### src/rtl/core/dsrm_pkg.sv
// Shared constants, types and helpers for the dot-star regex matcher.
package dsrm_pkg;

  localparam int MAX_PATTERN = 32;
  localparam int LEN_W       = $clog2(MAX_PATTERN + 1);
  localparam int ADDR_W      = $clog2(MAX_PATTERN);

  localparam logic [7:0] STAR_BYTE = 8'h2A;
  localparam logic [7:0] DOT_BYTE  = 8'h2E;

  typedef enum logic [1:0] {
    FUNC_LOAD  = 2'd0,
    FUNC_BEGIN = 2'd1,
    FUNC_TEXT  = 2'd2,
    FUNC_NONE  = 2'd3
  } func_t;

  typedef enum logic [1:0] {
    ST_IDLE,
    ST_RUN,
    ST_DONE
  } state_t;

  // Control for one step of the shared cell.
  typedef struct packed {
    logic is_text;    // text byte (0: begin, no byte consumed)
    logic first_pos;  // working on pattern position 1
  } step_ctrl_t;

  function automatic logic byte_fits(input logic [7:0] pat, input logic [7:0] c);
    return (pat == DOT_BYTE) || (pat == c);
  endfunction

endpackage

### src/rtl/core/dsrm_ram.sv
// Generic single-write, single-read RAM with registered read data.
module dsrm_ram #(
  parameter int WIDTH = 8,
  parameter int DEPTH = 32
) (
  input  logic                     clk,
  input  logic                     we,
  input  logic [$clog2(DEPTH)-1:0] waddr,
  input  logic [WIDTH-1:0]         wdata,
  input  logic [$clog2(DEPTH)-1:0] raddr,
  output logic [WIDTH-1:0]         rdata
);

  logic [WIDTH-1:0] mem [DEPTH];

  always_ff @(posedge clk) begin
    if (we) begin
      mem[waddr] <= wdata;
    end
    rdata <= mem[raddr];
  end

endmodule

### src/rtl/core/dsrm_cell.sv
// One pattern-position update of the prefix-match row.
module dsrm_cell
  import dsrm_pkg::*;
(
  input  step_ctrl_t  ctrl,
  input  logic [7:0]  pat,        // pattern byte at position j-1
  input  logic [7:0]  prev_pat,   // pattern byte at position j-2
  input  logic [7:0]  ch,
  input  logic        old_cur,    // old row bit j
  input  logic        old_prev,   // old row bit j-1
  input  logic        new_back2,  // new row bit j-2
  output logic        new_bit
);

  always_comb begin
    if (pat == STAR_BYTE) begin
      // A star with nothing before it matches nothing.
      if (ctrl.first_pos) begin
        new_bit = 1'b0;
      end else begin
        new_bit = new_back2 | (ctrl.is_text & old_cur & byte_fits(prev_pat, ch));
      end
    end else begin
      new_bit = ctrl.is_text & old_prev & byte_fits(pat, ch);
    end
  end

endmodule

### src/rtl/core/dot_star_regex_matcher_unit.sv
// Top level of the dot-star regex matcher.
//
// Whole-string matcher for patterns of literal bytes, '.' (any byte) and
// '*' (zero or more of the element before it). A load transfer (func 0)
// appends ch_byte to the pattern store, optionally emptying it first with
// clear_pattern; once MAX_PATTERN bytes are held a further byte is dropped
// and its result shows overflow. A begin transfer (func 1) starts a new
// text, and each text transfer (func 2) consumes one text byte; both report
// whether the text so far matches the whole pattern. Every accepted item
// gives exactly one result transfer. A load clears the match row, so text
// bytes after a load and before a new begin report no match. A leading '*'
// matches nothing; a '*' right after a '*' treats the earlier one as a
// literal byte. Func 3 changes nothing and reports zeros.
// Timing: one step cell walks the pattern one position per cycle, reading
// the pattern store through its single registered read port. A begin or
// text item on a non-empty pattern goes through the run state, then done;
// loads, func 3 and items on an empty pattern go straight to done, which is
// left once the previous result has been taken. The result sits in an output
// register, so a new item is accepted while an earlier result still waits.
// After reset the pattern is empty and the row is all zero.
module dot_star_regex_matcher_unit
  import dsrm_pkg::*;
(
  input  logic       clk,
  input  logic       rst_n,
  input  logic       in_valid,
  output logic       in_ready,
  input  logic [1:0] in_func,
  input  logic [7:0] in_ch_byte,
  input  logic       in_clear_pattern,
  output logic       out_valid,
  input  logic       out_ready,
  output logic       out_matched,
  output logic       out_overflow
);

  state_t             state_r, state_nxt;
  logic [LEN_W-1:0]   len_r;
  logic [LEN_W-1:0]   pos_r;          // current pattern position j
  logic [MAX_PATTERN:0] row_r;        // prefix-match bits 0..MAX_PATTERN
  logic               is_text_r;
  logic [7:0]         ch_r;
  logic [7:0]         prev_pat_r;     // pattern byte j-2
  logic               old_prev_r;     // old row bit j-1
  logic               new_back1_r;    // new row bit j-1
  logic               new_back2_r;    // new row bit j-2
  logic               res_match_r;
  logic               res_ovf_r;
  logic               out_valid_r;
  logic               out_matched_r;
  logic               out_overflow_r;

  logic               in_xfer;
  logic               out_load;
  logic               run_last;
  func_t              func;
  logic [LEN_W-1:0]   load_base;
  logic               load_fits;
  logic               ram_we;
  logic [ADDR_W-1:0]  ram_raddr;
  logic [7:0]         ram_rdata;
  step_ctrl_t         step_ctrl;
  logic               step_bit;

  assign func      = func_t'(in_func);
  assign in_xfer   = in_valid & in_ready;
  assign run_last  = (pos_r == len_r);
  assign load_base = in_clear_pattern ? '0 : len_r;
  assign load_fits = (load_base < LEN_W'(MAX_PATTERN));

  // Next state.
  always_comb begin
    state_nxt = state_r;
    unique case (state_r)
      ST_IDLE: begin
        if (in_valid) begin
          if (((func == FUNC_BEGIN) || (func == FUNC_TEXT)) && (len_r != '0)) begin
            state_nxt = ST_RUN;
          end else begin
            state_nxt = ST_DONE;
          end
        end
      end
      ST_RUN: begin
        if (run_last) begin
          state_nxt = ST_DONE;
        end
      end
      ST_DONE: begin
        if (!out_valid_r || out_ready) begin
          state_nxt = ST_IDLE;
        end
      end
      default: state_nxt = ST_IDLE;
    endcase
  end

  // Outputs of the sequencer.
  always_comb begin
    in_ready  = 1'b0;
    out_load  = 1'b0;
    ram_raddr = '0;
    unique case (state_r)
      ST_IDLE: begin
        in_ready = 1'b1;
      end
      ST_RUN: begin
        // Fetch the byte for the next position while this one is worked.
        ram_raddr = pos_r[ADDR_W-1:0];
      end
      ST_DONE: begin
        out_load = !out_valid_r || out_ready;
      end
      default: ;
    endcase
  end

  assign ram_we = in_xfer && (func == FUNC_LOAD) && load_fits;

  dsrm_ram #(
    .WIDTH (8),
    .DEPTH (MAX_PATTERN)
  ) u_pattern_ram (
    .clk   (clk),
    .we    (ram_we),
    .waddr (load_base[ADDR_W-1:0]),
    .wdata (in_ch_byte),
    .raddr (ram_raddr),
    .rdata (ram_rdata)
  );

  assign step_ctrl.is_text   = is_text_r;
  assign step_ctrl.first_pos = (pos_r == LEN_W'(1));

  dsrm_cell u_cell (
    .ctrl      (step_ctrl),
    .pat       (ram_rdata),
    .prev_pat  (prev_pat_r),
    .ch        (ch_r),
    .old_cur   (row_r[pos_r]),
    .old_prev  (old_prev_r),
    .new_back2 (new_back2_r),
    .new_bit   (step_bit)
  );

  // Control state.
  always_ff @(posedge clk) begin
    if (!rst_n) begin
      state_r     <= ST_IDLE;
      len_r       <= '0;
      row_r       <= '0;
      out_valid_r <= 1'b0;
    end else begin
      state_r <= state_nxt;
      if (in_xfer) begin
        unique case (func)
          FUNC_LOAD: begin
            // Drop the byte when the store is full; the length holds.
            if (load_fits) begin
              len_r <= load_base + LEN_W'(1);
            end else begin
              len_r <= load_base;
            end
            row_r <= '0;
          end
          FUNC_BEGIN: row_r[0] <= 1'b1;
          FUNC_TEXT:  row_r[0] <= 1'b0;
          FUNC_NONE:  ;
        endcase
      end
      if (state_r == ST_RUN) begin
        row_r[pos_r] <= step_bit;
      end
      if (out_load) begin
        out_valid_r <= 1'b1;
      end else if (out_ready) begin
        out_valid_r <= 1'b0;
      end
    end
  end

  // Working registers of the sweep and the result payload.
  always_ff @(posedge clk) begin
    if (in_xfer) begin
      is_text_r   <= (func == FUNC_TEXT);
      ch_r        <= in_ch_byte;
      pos_r       <= LEN_W'(1);
      old_prev_r  <= row_r[0];
      new_back1_r <= (func == FUNC_BEGIN);
      new_back2_r <= 1'b0;
      res_match_r <= (func == FUNC_BEGIN) && (len_r == '0);
      res_ovf_r   <= (func == FUNC_LOAD) && !load_fits;
    end
    if (state_r == ST_RUN) begin
      pos_r       <= pos_r + LEN_W'(1);
      prev_pat_r  <= ram_rdata;
      old_prev_r  <= row_r[pos_r];
      new_back2_r <= new_back1_r;
      new_back1_r <= step_bit;
      res_match_r <= step_bit;
    end
    if (out_load) begin
      out_matched_r  <= res_match_r;
      out_overflow_r <= res_ovf_r;
    end
  end

  assign out_valid    = out_valid_r;
  assign out_matched  = out_matched_r;
  assign out_overflow = out_overflow_r;

endmodule

### config.mk
export PLATFORM = sky130hd
export DESIGN_NAME = dot_star_regex_matcher_unit
export DESIGN_NICKNAME = d
export VERILOG_FILES = /design/src/rtl/core/dsrm_pkg.sv /design/src/rtl/core/dsrm_ram.sv /design/src/rtl/core/dsrm_cell.sv /design/src/rtl/core/dot_star_regex_matcher_unit.sv
export SDC_FILE = /design/constraint.sdc
export NUM_CORES = 1
export LEC_CHECK = 0
export BUFFER_PORTS_ARGS = -buffer_cell sky130_fd_sc_hd__clkbuf_2
export CORE_ASPECT_RATIO = 2
export CORE_MARGIN = 2
export CORE_UTILIZATION = 60
export CTS_CLUSTER_SIZE = 16
export DETAILED_ROUTE_END_ITERATION = 8
export PLACE_DENSITY = 0.79
export SLEW_MARGIN = 0
export SYNTH_ARGS = -nofsm -noshare
export SYNTH_HDL_FRONTEND = slang
export SYNTH_HIERARCHICAL = 1
export SYNTH_SLANG_ARGS = --single-unit
### constraint.sdc
create_clock -name clk -period 4.82 [get_ports clk]
set_input_delay 0 -clock clk [delete_from_list [all_inputs] [get_ports clk]]
set_output_delay 0 -clock clk [all_outputs]
set_load 0.01 [all_outputs]
==> flow_summary.yaml <==
run_status:
  status: "finished, final reports clean"
pwr:
  combPwrFrac: 0.033
  ir_drop_uv: 329
  p_switching_uw: 1160
  powerDensity_nw_per_um2: 360
  pwr-share-seq: 0.580
  p_int_uw: 4360
  p_sw_frac: 0.210
  p_leak_uw: 0.00474
  pwr-share-clk: 0.387
route:
  drtPass1Iterations: 8
  vias: 7905
  wirelength_microns: 33500
  drcViolationCount: 0
  drt_iter0_drc: 1015
  viasPerCell: 6.78
  ant_nets: 0
  wire_per_inst_microns: 28.8
place:
  numPortBuffers: 18
  place.gp.congestion: 0.991
  dp_hpwl_microns: 22400
global_routing:
  gr-total-overflow: 0
  grt_pass1_vias: 8302
  grt_pass1_wl_microns: 49900
  antenna_found_initial: 0
  track_usage: 0.276
  grt_max_degree: 43
worst_setup_path:
  critPathCaptureType: "flip-flop"
  critical_path.top_delay_family: "buffers and inverters"
  cp_slowest_cell: "inv_1"
  startpoint_type: "flip-flop"
  crit_chain: "nand2b_1 > inv_1 > nand2_1 > inv_4 > buf_12 > mux4_2 > mux4_2 > mux2_2"
  path_buf_inv: 3
  worst_ep_arrival_time_ns: 4.50
  cpMostUsedCell: "mux4_2"
  max_stage_delay_ns: 0.65
  worstPathMaxFanout: 35
  required_ns: 5.28
  crit_type: "flip-flop to flip-flop"
timing:
  skew_ns: 0.0318
  min_period_over_period: 0.839
  final_hold_viol_count: 0
  setup_violations: 0
  fmax_mhz: 247
  rsz0062_at_grt: "no"
  slew_violations: 0
  hold_slack_ns: 0.142
  max-slew-margin-rel: 0.125
  fin_crit_ns: 4.04
  tightest_slew_ns: 1.30
  tns_ns: 0
layout:
  layout_commonest_cell: "edfxtp_1"
  final_nets: 884
  syn2layout_area_growth_pct: 9.07
  final_cell_mix: "286 x edfxtp_1, 80 x mux4_2, 56 x nand3_1"
  antenna_cells: 0
  layout-drive-gt1-share: 0.225
min_path:
  hp-class: "input port to flip-flop"
yosys:
  netlist_area_sq_um: 14100
  synth-async-reset-ratio: 0
  yosysTopAreaCellShare: 0.611
  synth.avg_cell_area_sq_um: 16.7
  ys.flop_type: "edfxtp_1"
  ys_ff_latch: 336
  netlist.top_cell.by_area: "edfxtp_1"
  synth_edf_count: 286
  synth.top_cells.by_area: "edfxtp_1 61%, mux4_2 13%, dfxtp_1 7.1%, nand3_1 2.0%, nor2_1 1.5%"
  postSynthCellCount: 840
  ys_warn_count: 6
  netlist-cell-type-count: 59
  syn-num-nets: 862
  seq_area_frac_synth: 0.682
floorplan:
  num_rows: 79
  die_y_microns: 220
  io_pins: 19
  core-area_sq_um: 23100
  die-area_sq_um: 24700
  start_util: 0.607
  die_x_microns: 112
clocking:
  cts_sinks: 336
  cts_buffer_depth: 3
  cts_buffers: 28
  cts_tree: "built"
  cts-root-buf: "clkbuf_16"
  clkTransAtPathRegs_ns: 0.07
  clk_latency_ns: 0.57
  post-cts-setup-buffers: 0
  htree_levels: 1
job:
  timing.max_cap.violations: 0
-- cells in the mapped netlist, types with 6 or more instances --
master,number
nand4_1,6
buf_4,8
nor2_1,56
nor2b_1,13
a21boi_0,8
o211ai_1,20
a21boi_1,27
nand3_1,56
o21ai_0,9
buf_1,6
inv_1,8
edfxtp_1,286
dfxtp_1,50
mux2_2,15
xnor2_1,20
xor2_1,6
clkbuf_1,24
mux4_2,80
nand3b_1,7
nand2b_1,7
nand2_1,30
buf_2,14
mux2i_1,7
and2_1,8
ha_1,7
and3_1,6
-- sequential cells by signal, summed over array words and instances, names as in the netlist, 2 cells and up --
signal and flops:
prev_pat_r 8, row_r 33, pos_r 6, ch_r 8
u_pattern_ram/mem 256, len_r 6, u_pattern_ram/rdata 8, state_r 2
-- worst register-to-register path: cells and delay by family, from the launching register on --
family / cells / cell delay (ns)
buffers and inverters: 3 / 1.52
multiplexers: 3 / 1.46
AND/OR/NAND/NOR: 2 / 0.62
flip-flops: 1 / 0.36
-- logic make-up (layout without fill, tap and decap cells) --
family | count (synthesis) | in the layout | share of synthesized area
AOI/OAI and AO/OA | 91 | 91 | 0.0470
adders and majority gates | 7 | 7 | 0.00623
xor gates and xnor gates | 26 | 26 | 0.0162
DFF | 336 | 336 | 0.682
buffers and inverters | 64 | 107 | 0.0222
and+or+nand+nor | 214 | 214 | 0.0807
muxes | 102 | 102 | 0.145
-- power groups by stage --
stage	logic, uW	registers, uW	clock network [uW]
6_report	183	3200	2140
5_1_grt	196	3200	2270
4_1_cts	183	3200	2180
3_5_place_dp	178	3270	0
3_3_place_gp	170	3260	0
2_1_floorplan	113	3250	0
-- path summary, 6_finish.rpt --
path	startpoint	endpoint	slack [ns]	depth (start not counted)
max	state_r[1]	u_pattern_ram/rdata[4]	0.78	8
min	in_ch_byte[1]	u_pattern_ram/mem[22][1]	0.14	1
max reg2reg	state_r[1]	u_pattern_ram/rdata[4]	0.78	8
min reg2reg	res_ovf_r	out_overflow	0.44	0
-- metal layers --
layer  global-route usage  part of all wire  wire length [microns]
met4                0.166             0.061                   2030
met5                    0                 0                      0
met2                0.524              0.57                  19200
met3               0.0252             0.046                   1540
met1                0.293              0.32                  10700
-- final cells by class --
| class | count | area (sq um) |
|---|---|---|
| fill | 1531 | 7800 |
| multi-input combinational | 440 | 4160 |
| tap | 283 | 354 |
| clock inverter | 19 | 136 |
| timing repair buffer | 47 | 335 |
| inverter | 9 | 37.5 |
| clock buffer | 32 | 716 |
| sequential | 336 | 9590 |
-- per-stage QoR --
stage          power [uW]   util  cells  setup WS [ns]  cell area (sq um)
2_1_floorplan        3360      -    840           1.78              14100
3_3_place_gp         3430  0.623   1109          0.916              14400
3_5_place_dp         3440  0.623   1109          0.746              14400
4_1_cts              5560  0.663   1166          0.749              15300
5_1_grt              5670  0.663   1166          0.564              15300
6_report             5520  0.663   1166          0.778              15300
-- repair_timing --
item / CTS / global route
resized for setup: 0 / 0
endpoints found under the hold margin: 9 / 0
hold buffers: 6 / 0
(Power assumes the default switching activity.)
